--- src/hdl/dwwf_pkg.sv ---
// Types and constants of the display window write framer.
package dwwf_pkg;

    localparam int COORD_BITS = 9;
    localparam int LEFT_W     = 19;
    localparam logic [LEFT_W-1:0] LEFT_MAX = {LEFT_W{1'b1}};
    localparam int PROD_W     = (2 * (COORD_BITS + 1) > LEFT_W) ?
                                2 * (COORD_BITS + 1) : LEFT_W;

    localparam int WIN_BYTES  = 11;
    localparam int IDX_W      = $clog2(WIN_BYTES);

    localparam int QDEPTH     = 2;
    localparam int QPTR_W     = $clog2(QDEPTH);
    localparam int QCNT_W     = $clog2(QDEPTH + 1);

    localparam logic [7:0] CMD_COL = 8'h2A;
    localparam logic [7:0] CMD_ROW = 8'h2B;
    localparam logic [7:0] CMD_MEM = 8'h2C;

    localparam logic OP_WINDOW = 1'b0;
    localparam logic OP_PIXEL  = 1'b1;

    typedef enum logic [1:0] {
        K_WIN  = 2'd0,
        K_PIX  = 2'd1,
        K_DROP = 2'd2
    } t_kind;

    typedef struct packed {
        t_kind                 kind;
        logic [COORD_BITS-1:0] xs;
        logic [COORD_BITS-1:0] xe;
        logic [COORD_BITS-1:0] ys;
        logic [COORD_BITS-1:0] ye;
        logic [15:0]           color;
        logic                  rel_lo;
    } t_cmd;

    typedef struct packed {
        logic push;
        logic full;
    } t_qwr;

    typedef struct packed {
        logic pop;
        logic nempty;
    } t_qrd;

endpackage

--- src/hdl/dwwf_queue.sv ---
// Short command queue between the front and the back.
module dwwf_queue import dwwf_pkg::*; (
    input  logic i_clk,
    input  logic i_rst_n,
    input  logic i_push,
    input  t_cmd i_wdata,
    input  logic i_pop,
    output logic o_full,
    output logic o_nempty,
    output t_cmd o_head
);

    t_cmd              r_mem [QDEPTH];
    logic [QPTR_W-1:0] r_wptr;
    logic [QPTR_W-1:0] r_rptr;
    logic [QCNT_W-1:0] r_cnt;

    assign o_full   = (r_cnt == QCNT_W'(QDEPTH));
    assign o_nempty = (r_cnt != '0);
    assign o_head   = r_mem[r_rptr];

    always_ff @(posedge i_clk) begin
        if (i_push) begin
            r_mem[r_wptr] <= i_wdata;
        end
    end

    always_ff @(posedge i_clk) begin
        if (!i_rst_n) begin
            r_wptr <= '0;
            r_rptr <= '0;
            r_cnt  <= '0;
        end else begin
            if (i_push) begin
                r_wptr <= r_wptr + 1'b1;
            end
            if (i_pop) begin
                r_rptr <= r_rptr + 1'b1;
            end
            case ({i_push, i_pop})
                2'b10:   r_cnt <= r_cnt + 1'b1;
                2'b01:   r_cnt <= r_cnt - 1'b1;
                default: r_cnt <= r_cnt;
            endcase
        end
    end

endmodule

--- src/hdl/dwwf_front.sv ---
// Front: accepts words, tracks the window pixel count, queues commands.
module dwwf_front import dwwf_pkg::*; (
    input  logic                  i_clk,
    input  logic                  i_rst_n,
    input  logic                  i_valid,
    output logic                  o_stall,
    input  logic                  i_opcode,
    input  logic [COORD_BITS-1:0] i_x_start,
    input  logic [COORD_BITS-1:0] i_y_start,
    input  logic [COORD_BITS-1:0] i_x_end,
    input  logic [COORD_BITS-1:0] i_y_end,
    input  logic [15:0]           i_pixel_color,
    input  logic                  i_qfull,
    output t_qwr                  o_qwr,
    output t_cmd                  o_cmd
);

    logic [LEFT_W-1:0]   r_left;
    logic [LEFT_W-1:0]   n_left;
    logic [COORD_BITS:0] dx;
    logic [COORD_BITS:0] dy;
    logic [PROD_W-1:0]   prod;
    logic                rev;
    logic                acc;

    assign o_stall    = i_qfull;
    assign acc        = i_valid && !i_qfull;
    assign o_qwr.push = acc;
    assign o_qwr.full = i_qfull;

    always_comb begin
        dx   = {1'b0, i_x_end} - {1'b0, i_x_start} + 1'b1;
        dy   = {1'b0, i_y_end} - {1'b0, i_y_start} + 1'b1;
        rev  = (i_x_end < i_x_start) || (i_y_end < i_y_start);
        prod = PROD_W'(dx) * PROD_W'(dy);

        o_cmd.xs     = i_x_start;
        o_cmd.xe     = i_x_end;
        o_cmd.ys     = i_y_start;
        o_cmd.ye     = i_y_end;
        o_cmd.color  = i_pixel_color;
        o_cmd.rel_lo = 1'b0;
        n_left       = r_left;

        if (i_opcode == OP_WINDOW) begin
            o_cmd.kind = K_WIN;
            if (rev) begin
                n_left = '0;
            end else if (prod > PROD_W'(LEFT_MAX)) begin
                n_left = LEFT_MAX;
            end else begin
                n_left = prod[LEFT_W-1:0];
            end
        end else if (r_left == '0) begin
            o_cmd.kind = K_DROP;
        end else begin
            o_cmd.kind   = K_PIX;
            o_cmd.rel_lo = (r_left == LEFT_W'(1));
            n_left       = r_left - 1'b1;
        end
    end

    always_ff @(posedge i_clk) begin
        if (!i_rst_n) begin
            r_left <= '0;
        end else if (acc) begin
            r_left <= n_left;
        end
    end

endmodule

--- src/hdl/dwwf_back.sv ---
// Back: serializes queued commands into output bytes.
module dwwf_back import dwwf_pkg::*; (
    input  logic       i_clk,
    input  logic       i_rst_n,
    input  logic       i_qnempty,
    input  t_cmd       i_head,
    output t_qrd       o_qrd,
    output logic       o_valid,
    input  logic       i_stall,
    output logic [7:0] o_out_byte,
    output logic       o_is_data,
    output logic       o_select_release,
    output logic       o_overflow,
    output logic       o_last
);

    logic [IDX_W-1:0] r_idx;
    logic             r_valid;
    logic [7:0]       r_byte;
    logic             r_data;
    logic             r_rel;
    logic             r_ovf;
    logic             r_last;

    logic [7:0]  b;
    logic        d;
    logic        rl;
    logic        ov;
    logic        fin;
    logic        load;
    logic [15:0] xs16;
    logic [15:0] xe16;
    logic [15:0] ys16;
    logic [15:0] ye16;

    assign load         = i_qnempty && (!r_valid || !i_stall);
    assign o_qrd.pop    = load && fin;
    assign o_qrd.nempty = i_qnempty;

    always_comb begin
        xs16 = 16'(i_head.xs);
        xe16 = 16'(i_head.xe);
        ys16 = 16'(i_head.ys);
        ye16 = 16'(i_head.ye);
        b    = '0;
        d    = 1'b1;
        rl   = 1'b0;
        ov   = 1'b0;
        fin  = 1'b0;
        unique case (i_head.kind)
            K_WIN: begin
                unique case (r_idx)
                    IDX_W'(0):  begin b = CMD_COL;    d = 1'b0; rl = 1'b1; end
                    IDX_W'(1):  begin b = xs16[15:8]; end
                    IDX_W'(2):  begin b = xs16[7:0];  rl = 1'b1; end
                    IDX_W'(3):  begin b = xe16[15:8]; end
                    IDX_W'(4):  begin b = xe16[7:0];  rl = 1'b1; end
                    IDX_W'(5):  begin b = CMD_ROW;    d = 1'b0; rl = 1'b1; end
                    IDX_W'(6):  begin b = ys16[15:8]; end
                    IDX_W'(7):  begin b = ys16[7:0];  rl = 1'b1; end
                    IDX_W'(8):  begin b = ye16[15:8]; end
                    IDX_W'(9):  begin b = ye16[7:0];  rl = 1'b1; end
                    default: begin
                        b = CMD_MEM; d = 1'b0; rl = 1'b1; fin = 1'b1;
                    end
                endcase
            end
            K_PIX: begin
                if (r_idx == '0) begin
                    b = i_head.color[15:8];
                end else begin
                    b   = i_head.color[7:0];
                    rl  = i_head.rel_lo;
                    fin = 1'b1;
                end
            end
            default: begin
                d   = 1'b0;
                ov  = 1'b1;
                fin = 1'b1;
            end
        endcase
    end

    always_ff @(posedge i_clk) begin
        if (!i_rst_n) begin
            r_valid <= 1'b0;
            r_idx   <= '0;
        end else begin
            if (load) begin
                r_valid <= 1'b1;
                r_idx   <= fin ? '0 : r_idx + 1'b1;
            end else if (!i_stall) begin
                r_valid <= 1'b0;
            end
        end
    end

    always_ff @(posedge i_clk) begin
        if (load) begin
            r_byte <= b;
            r_data <= d;
            r_rel  <= rl;
            r_ovf  <= ov;
            r_last <= fin;
        end
    end

    assign o_valid          = r_valid;
    assign o_out_byte       = r_byte;
    assign o_is_data        = r_data;
    assign o_select_release = r_rel;
    assign o_overflow       = r_ovf;
    assign o_last           = r_last;

endmodule

--- src/hdl/display_window_write_framer.sv ---
// Top level of the display window write framer.
//
// Input channel (i_valid / o_stall): one word is either an open-window
// request (opcode 0, with start and end column and row) or one pixel
// (opcode 1, RGB565). A window word produces 11 output bytes: the column
// command with start/end column, the row command with start/end row, and
// the memory-write command. A pixel word produces two data bytes, high
// byte first; a pixel beyond the window count produces one byte flagged
// overflow. o_last marks the final byte of each input word.
// Output channel (o_valid / i_stall): one byte per transfer, with its
// data/command level and a chip-select release mark.
// An accepted word is registered in the command queue; its first byte is
// then loaded from the queue head into the output register. The serializer
// gives one byte per cycle while the receiver does not stall; a 2-entry
// command queue lets the input keep taking words while the serializer works.
// Reset clears the pixel count, the queue pointers and count, and the output valid flag and byte index.
// While the receiver stalls the output byte holds; once the queue fills,
// o_stall rises.
module display_window_write_framer import dwwf_pkg::*; (
    input  logic                  i_clk,
    input  logic                  i_rst_n,
    input  logic                  i_valid,
    output logic                  o_stall,
    input  logic                  i_opcode,
    input  logic [COORD_BITS-1:0] i_x_start,
    input  logic [COORD_BITS-1:0] i_y_start,
    input  logic [COORD_BITS-1:0] i_x_end,
    input  logic [COORD_BITS-1:0] i_y_end,
    input  logic [15:0]           i_pixel_color,
    output logic                  o_valid,
    input  logic                  i_stall,
    output logic [7:0]            o_out_byte,
    output logic                  o_is_data,
    output logic                  o_select_release,
    output logic                  o_overflow,
    output logic                  o_last
);

    t_qwr qwr;
    t_qrd qrd;
    t_cmd wcmd;
    t_cmd head;
    logic qfull;
    logic qnempty;

    dwwf_front u_front (
        .i_clk         (i_clk),
        .i_rst_n       (i_rst_n),
        .i_valid       (i_valid),
        .o_stall       (o_stall),
        .i_opcode      (i_opcode),
        .i_x_start     (i_x_start),
        .i_y_start     (i_y_start),
        .i_x_end       (i_x_end),
        .i_y_end       (i_y_end),
        .i_pixel_color (i_pixel_color),
        .i_qfull       (qfull),
        .o_qwr         (qwr),
        .o_cmd         (wcmd)
    );

    dwwf_queue u_queue (
        .i_clk    (i_clk),
        .i_rst_n  (i_rst_n),
        .i_push   (qwr.push),
        .i_wdata  (wcmd),
        .i_pop    (qrd.pop),
        .o_full   (qfull),
        .o_nempty (qnempty),
        .o_head   (head)
    );

    dwwf_back u_back (
        .i_clk            (i_clk),
        .i_rst_n          (i_rst_n),
        .i_qnempty        (qnempty),
        .i_head           (head),
        .o_qrd            (qrd),
        .o_valid          (o_valid),
        .i_stall          (i_stall),
        .o_out_byte       (o_out_byte),
        .o_is_data        (o_is_data),
        .o_select_release (o_select_release),
        .o_overflow       (o_overflow),
        .o_last           (o_last)
    );

endmodule

--- config.mk ---
export PLATFORM = sky130hd
export DESIGN_NAME = display_window_write_framer
export DESIGN_NICKNAME = d
export VERILOG_FILES = /design/src/hdl/dwwf_pkg.sv /design/src/hdl/dwwf_queue.sv /design/src/hdl/dwwf_front.sv /design/src/hdl/dwwf_back.sv /design/src/hdl/display_window_write_framer.sv
export SDC_FILE = /design/constraint.sdc
export NUM_CORES = 1
export LEC_CHECK = 0
export BUFFER_PORTS_ARGS = -buffer_cell sky130_fd_sc_hd__buf_4
export CAP_MARGIN = 30
export CORE_MARGIN = 2
export CORE_UTILIZATION = 35
export DETAILED_ROUTE_END_ITERATION = 16
export HOLD_SLACK_MARGIN = 0.12
export PLACE_DENSITY = 0.47
export SLEW_MARGIN = 20
export SYNTH_ARGS = -nofsm -noshare
export SYNTH_HDL_FRONTEND = slang
export SYNTH_HIERARCHICAL = 1
export SYNTH_SLANG_ARGS = --single-unit
--- constraint.sdc ---
create_clock -name i_clk -period 9.65 [get_ports i_clk]
set_input_delay 1.4475 -clock i_clk [delete_from_list [all_inputs] [get_ports i_clk]]
set_output_delay 1.4475 -clock i_clk [all_outputs]
set_load 0.05 [all_outputs]
==> After elaboration in Yosys (flattened, before gate mapping) <==
Memories as Yosys holds them, arrays and structs flattened. A register that Yosys moved wholly into a read port is not among the register bits.
Index checks and enable logic that the tools add are counted.
{ "classes": {"multipliers": 1, "n_eq_ne": 16, "addsub": 10, "n_reduce_logical": 18, "order_cmp": 3, "n_mux": 28} }
{ "op_table": {"columns": ["operator", "n"], "rows": [
  ["8-bit one-hot mux with 10 select lines", 1],
  ["19-bit two-way mux", 4],
  ["10-bit by 1-bit adder with 10-bit output, second input constant", 2],
  ["20-bit by 19-bit greater-than comparator with 1-bit output, second input constant", 1],
  ["10-bit by 10-bit multiplier with 20-bit output", 1],
  ["9-bit by 9-bit subtractor with 10-bit output", 2],
  ["19-bit by 1-bit equality test with 1-bit output, second input constant", 1],
  ["19-bit logical NOT", 1],
  ["19-bit by 1-bit subtractor with 19-bit output, second input constant", 1],
  ["9-bit less-than comparator", 2],
  ["4-bit by 3-bit equality test with 1-bit output, second input constant", 4],
  ["8-bit one-hot mux with 2 select lines", 1],
  ["1-bit two-way mux", 14],
  ["10-bit OR reduction", 1],
  ["4-bit by 2-bit equality test with 1-bit output, second input constant", 2],
  ["4-bit equality test, second input constant", 2],
  ["8-bit two-way mux", 1],
  ["8-bit OR reduction", 1],
  ["1-bit one-hot mux with 2 select lines", 3],
  ["4-bit by 1-bit adder with 4-bit output, second input constant", 1],
  ["2-bit by 1-bit equality test with 1-bit output, second input constant", 2],
  ["2-bit equality test, second input constant", 2],
  ["4-bit by 1-bit equality test with 1-bit output, second input constant", 1],
  ["4-bit logical NOT", 1],
  ["other kinds (16)", 24]
]} }
{ "word_totals": {"ram_bits": 110, "reg_bits": 40, "mem_count": 1, "out_inout_bits": 14} }
{ "mem_list": {"columns": ["name", "depth", "word_bits", "rd", "rd_ports_with_merged_regs", "write_ports", "line", "rtl"], "rows": [
  ["u_queue.r_mem", 2, 55, 1, 1, 1, "dwwf_queue.sv:13", "t_cmd r_mem [QDEPTH];"]
]} }

==> Longest topological paths before layout <==
{ "logic_depth": {"depth_word": 7, "ltp_mapped": 32, "mapped_depth_nobuf": 31} }

==> Modules after synthesis <==
Netlist, hierarchy kept.
{ "modules_own_cells": {"columns": ["mod", "n_inst", "area_each_um2", "cells_each", "seq_area_each_um2"], "rows": [
  ["dwwf_front", 1, 6129.6, 764, 380.4],
  ["dwwf_queue", 1, 4184.0, 193, 3403.3],
  ["dwwf_back", 1, 1268.7, 137, 460.4]
]} }

==> Worst setup path before layout <==
OpenSTA, ideal clock, no wires.
{ "synth_path": {"path_type": "input -> register", "from": "input i_y_start[1]", "to": "register u_front.r_left[13]", "t_arrival_ps": 8317, "required_time_ps": 9576, "setup_time_ps": 74, "setup_slack_ps": 1258, "stages": 31, "n_path_buf": 1, "cell_sequence": "inv_1 > ha_1 > inv_1 > ha_1 > fa_1 > a21oi_1 > o21bai_1 > a21oi_1 > o21bai_1 > a21o_1 > a21oi_1 > xnor2_1 > nand2b_1 > fa_1 > fa_1 > inv_1 > fa_1 > fa_1 > inv_1 > fa_1 > inv_1 > ha_1 > nand2_1 > o21a_1 > nor2_1 > or3b_1 > o22ai_1 > xor2_2 > buf_2 > nand2_1 > a31oi_1"} }
{ "synth_via": {"elab_chain_cells": 7, "elab_cells_between_ends": 9, "cone_classes": "2 x add/sub; 1 x mul; 2 x order compare; 3 x mux; 1 x reduce/logical"} }
{ "synth_rtl": {"columns": ["item", "line", "rtl"], "rows": [
  ["start: declaration", "display_window_write_framer.sv:26", "input logic [COORD_BITS-1:0] i_y_start,"],
  ["9-bit by 9-bit subtractor with 10-bit output", "dwwf_front.sv:33", "dy = {1'b0, i_y_end} - {1'b0, i_y_start} + 1'b1;"],
  ["10-bit by 1-bit adder with 10-bit output", "dwwf_front.sv:33", null],
  ["10-bit by 10-bit multiplier with 20-bit output", "dwwf_front.sv:35", "prod = PROD_W'(dx) * PROD_W'(dy);"],
  ["20-bit by 19-bit greater-than comparator with 1-bit output", "dwwf_front.sv:49", "end else if (prod > PROD_W'(LEFT_MAX)) begin"],
  ["19-bit two-way mux", "dwwf_front.sv:49", null],
  ["19-bit two-way mux (*)", "dwwf_front.sv:47", "if (rev) begin"],
  ["19-bit two-way mux (*)", "dwwf_front.sv:45", "if (i_opcode == OP_WINDOW) begin"],
  ["end signal: assignment", "dwwf_front.sv:67", "r_left <= n_left;"],
  ["end: declaration", "dwwf_front.sv:18", "logic [LEFT_W-1:0] r_left;"]
]} }
Mark *: on every way between the ends. The rest lies on a longest branch, timed or not.
A chain may end at the register's enable or synchronous reset.

==> Worst setup path in the final report <==
{ "layout_path": {"from": "input i_x_start[1]", "to": "register u_front.r_left[13]"} }
{ "layout_via": {"elab_chain_cells": 7, "elab_cells_between_ends": 9, "cone_classes": "2 x add/sub; 1 x mul; 2 x order compare; 3 x mux; 1 x reduce/logical"} }
{ "layout_rtl": {"columns": ["item", "line", "rtl"], "rows": [
  ["start: declaration", "display_window_write_framer.sv:25", "input logic [COORD_BITS-1:0] i_x_start,"],
  ["9-bit by 9-bit subtractor with 10-bit output", "dwwf_front.sv:32", "dx = {1'b0, i_x_end} - {1'b0, i_x_start} + 1'b1;"],
  ["10-bit by 1-bit adder with 10-bit output", "dwwf_front.sv:32", null],
  ["10-bit by 10-bit multiplier with 20-bit output", "dwwf_front.sv:35", null],
  ["20-bit by 19-bit greater-than comparator with 1-bit output", "dwwf_front.sv:49", null],
  ["19-bit two-way mux", "dwwf_front.sv:49", null],
  ["19-bit two-way mux (*)", "dwwf_front.sv:47", null],
  ["19-bit two-way mux (*)", "dwwf_front.sv:45", null]
]} }
Marks and branches as above.

==> out/metrics.csv <==
stage,metric,value,unit
status,status,"finished, final reports clean",
finish,ant diodes,0,
detailed_routing,Post-Route WL,27360,um
worst_setup_path,Critical Path End,u_front/r_left[13]$_SDFFE_PN0P_,
synthesis,Syn. warnings,6,
synthesis,average size of a mapped cell,10.59,um2
worst_setup_path,R2R depth,7,
worst_setup_path,CP Capture Type,flop,
clock_network,CTS tree,yes,
finish,nets@finish,1336,
worst_setup_path,CP max stage cell,xor2_2,
detailed_routing,total number of vias,7616,
finish,Post-Layout Cell Count,1564,
detailed_routing,Remaining DRCs,0,
sta,Final Worst Setup Slack,0.9495,ns
global_routing,GR Util All Layers,16.71,%
worst_setup_path,crit path kind,in2reg,
sta,Slew headroom,40.56,%
clock_network,H-Tree Depth,4,
sta,Hold Slack,0.5038,ns
min_path,HP Start,u_front/r_left[9]$_SDFFE_PN0P_,
global_routing,pin count of the biggest net entering global routing,56,
placement,# placed instances,1531,
detailed_routing,drt wl/cell,17.49,um
finish,layout cells sized above 1,17.02,%
clock_network,Post-CTS Resized,0,
worst_setup_path,Worst EP arrival,9.07,ns
clock_network,Root Driver,clkbuf_16,
synthesis,post-synth net total,1319,
detailed_routing,vias per std cell,4.870,
global_routing,vias in the first global route,7909,
worst_setup_path,worst reg-to-reg setup slack,6.53,ns
sta,Final Skew,0.01106,ns
floorplan,row count,66,
placement,dpl hpwl,20730,um
placement,number of port buffers,70,
global_routing,global-route wire length before repair,43890,um
sta,worst slew pin tran,0.8909,ns
clock_network,clock sink count,151,
synthesis,Syn Inst Count,1092,
run,Max Cap Viol,0,
floorplan,core footprint,32540,um2
sta,period utilisation layout,90.16,%
floorplan,Chip Width,185.8,um
clock_network,Post-CTS Repair Setup Buffers,0,
worst_setup_path,startpoint types,input pin,
clock_network,worst-case clock buffer depth,2,
worst_setup_path,crit-path max cell delay,0.73,ns
floorplan,IO Pins,71,
worst_setup_path,Worst Path Max Fanout,17,
global_routing,total gr overflow,0,
worst_setup_path,Critical Path Start,i_x_start[1],
placement,pre-CTS setup slack,0.5123,ns
clock_network,TritonCTS Buffers,17,
detailed_routing,TritonRoute pass-1 iters,4,
sta,final setup fails,0,
floorplan,initial core utilization,35.55,%
sta,RSZ-0062 raised after global routing,no,
global_routing,initial antenna violation count,0,
worst_setup_path,RR Endpoint,u_queue/r_cnt[1]$_SDFFE_PN0P_,
synthesis,post-synthesis cell area,11570,um2
sta,min Tclk post-route,8.700,ns
clock_network,Clock Latency Late Sink,0.44,ns
placement,RePlAce Congestion,0.8063,
clock_network,hold buffer count at cts,0,
detailed_routing,post-route ant nets,0,
sta,"Slew Viols, Final",0,
floorplan,Die Ht,185.8,um
clock_network,"Reg clk slew, reported paths",0.07,ns
sta,Hold Fails Final Rpt,0,
finish,synthesis-to-layout area growth,10.87,%
sta,fmax,114.9,MHz
sta,Fin Setup TNS,0,ns
min_path,Hold Crit Class,reg2reg,
detailed_routing,DRT iter0 DRCs,392,
floorplan,die area,34520,um2
worst_setup_path,Worst Path Required,10.02,ns
-- cell usage in the layout, fill, tap and decap left out, types with 4 or more instances in the layout --
cell       count
o21ai_0       15
nand2_1       71
nor4_1         7
a21oi_1       57
xnor2_1       33
clkbuf_16     17
inv_6          5
o2111ai_1      4
a22oi_1       10
a21o_1         9
nor2b_1       11
ha_1         100
o21bai_1      10
fa_1          70
o21ai_1       28
mux2i_1        9
and2_1        17
nand2b_1       6
nor3_1        12
a211oi_1       7
or3_1          4
edfxtp_1     122
a32oi_1        4
mux2_2        56
dfxtp_1       28
inv_1        123
a31oi_1        7
nand3_1       12
nand4_1        5
xor2_1        25
nor2_1        76
o22ai_1        7
buf_4         83
-- worst max-delay path: cells and delay by family --
family | cells | cell delay [ns]
AO/OA/AOI/OAI | 8 | 1.51
XOR/XNOR | 2 | 0.88
adder cells (fa/ha/maj) | 9 | 3.85
buffers and inverters | 9 | 0.62
AND/OR/NAND/NOR | 4 | 0.77
-- worst min path at each step --
| stage | endpoint | slack, ns | cells after the start |
|---|---|---|---|
| global placement | u_queue/r_cnt[1]$_SDFFE_PN0P_ | 0.49 | 2 |
| global route | u_queue/r_cnt[1]$_SDFFE_PN0P_ | 0.54 | 2 |
| CTS | u_front/r_left[9]$_SDFFE_PN0P_ | 0.50 | 2 |
| finish | u_front/r_left[9]$_SDFFE_PN0P_ | 0.50 | 2 |
| detailed placement | u_front/r_left[9]$_SDFFE_PN0P_ | 0.49 | 2 |
| floorplan | u_queue/r_cnt[1]$_SDFFE_PN0P_ | 0.46 | 2 |
-- flip-flops by register name, indices dropped and copies added (netlist names), named ones only --
signal / flops
u_back/o_overflow: 1
u_queue/r_wptr: 1
u_back/r_idx: 4
u_queue/r_rptr: 1
u_back/o_last: 1
u_back/o_is_data: 1
u_queue/r_cnt: 2
u_back/o_out_byte: 8
u_back/o_select_release: 1
u_queue/r_mem: 110
u_back/o_valid: 1
u_front/r_left: 19
-- cell type report --
cell class	count	area [um2]
Tap cell	442	553.0
Clock inverter	15	168.9
Sequential cell	151	4245
Multi-Input combinational cell	729	6317
Fill cell	3289	19710
Clock buffer	17	425.4
Inverter	125	469.2
Timing Repair Buffer	85	645.6
-- metrics by stage --
step	utilization [%]	instance area [um2]
2_1_floorplan	-	11570
6_report	39.42	12820
5_1_grt	39.42	12820
4_1_cts	39.38	12810
3_3_place_gp	37.52	12210
3_5_place_dp	37.56	12220
-- per-layer routing --
| metal | track usage, % | vias up | share of wire (%) |
|---|---|---|---|
| met2 | 28.48 | 99 | 49 |
| li1 | - | 3768 | - |
| met4 | 3.937 | 0 | 1.2 |
| met1 | 22.08 | 3730 | 46 |
| met3 | 2.876 | 19 | 3.2 |
| met5 | 0 | - | 0 |
Power is left out: the tool's default activity adds up to more than one toggle a clock period on the data nets, which glitch-free logic cannot reach.
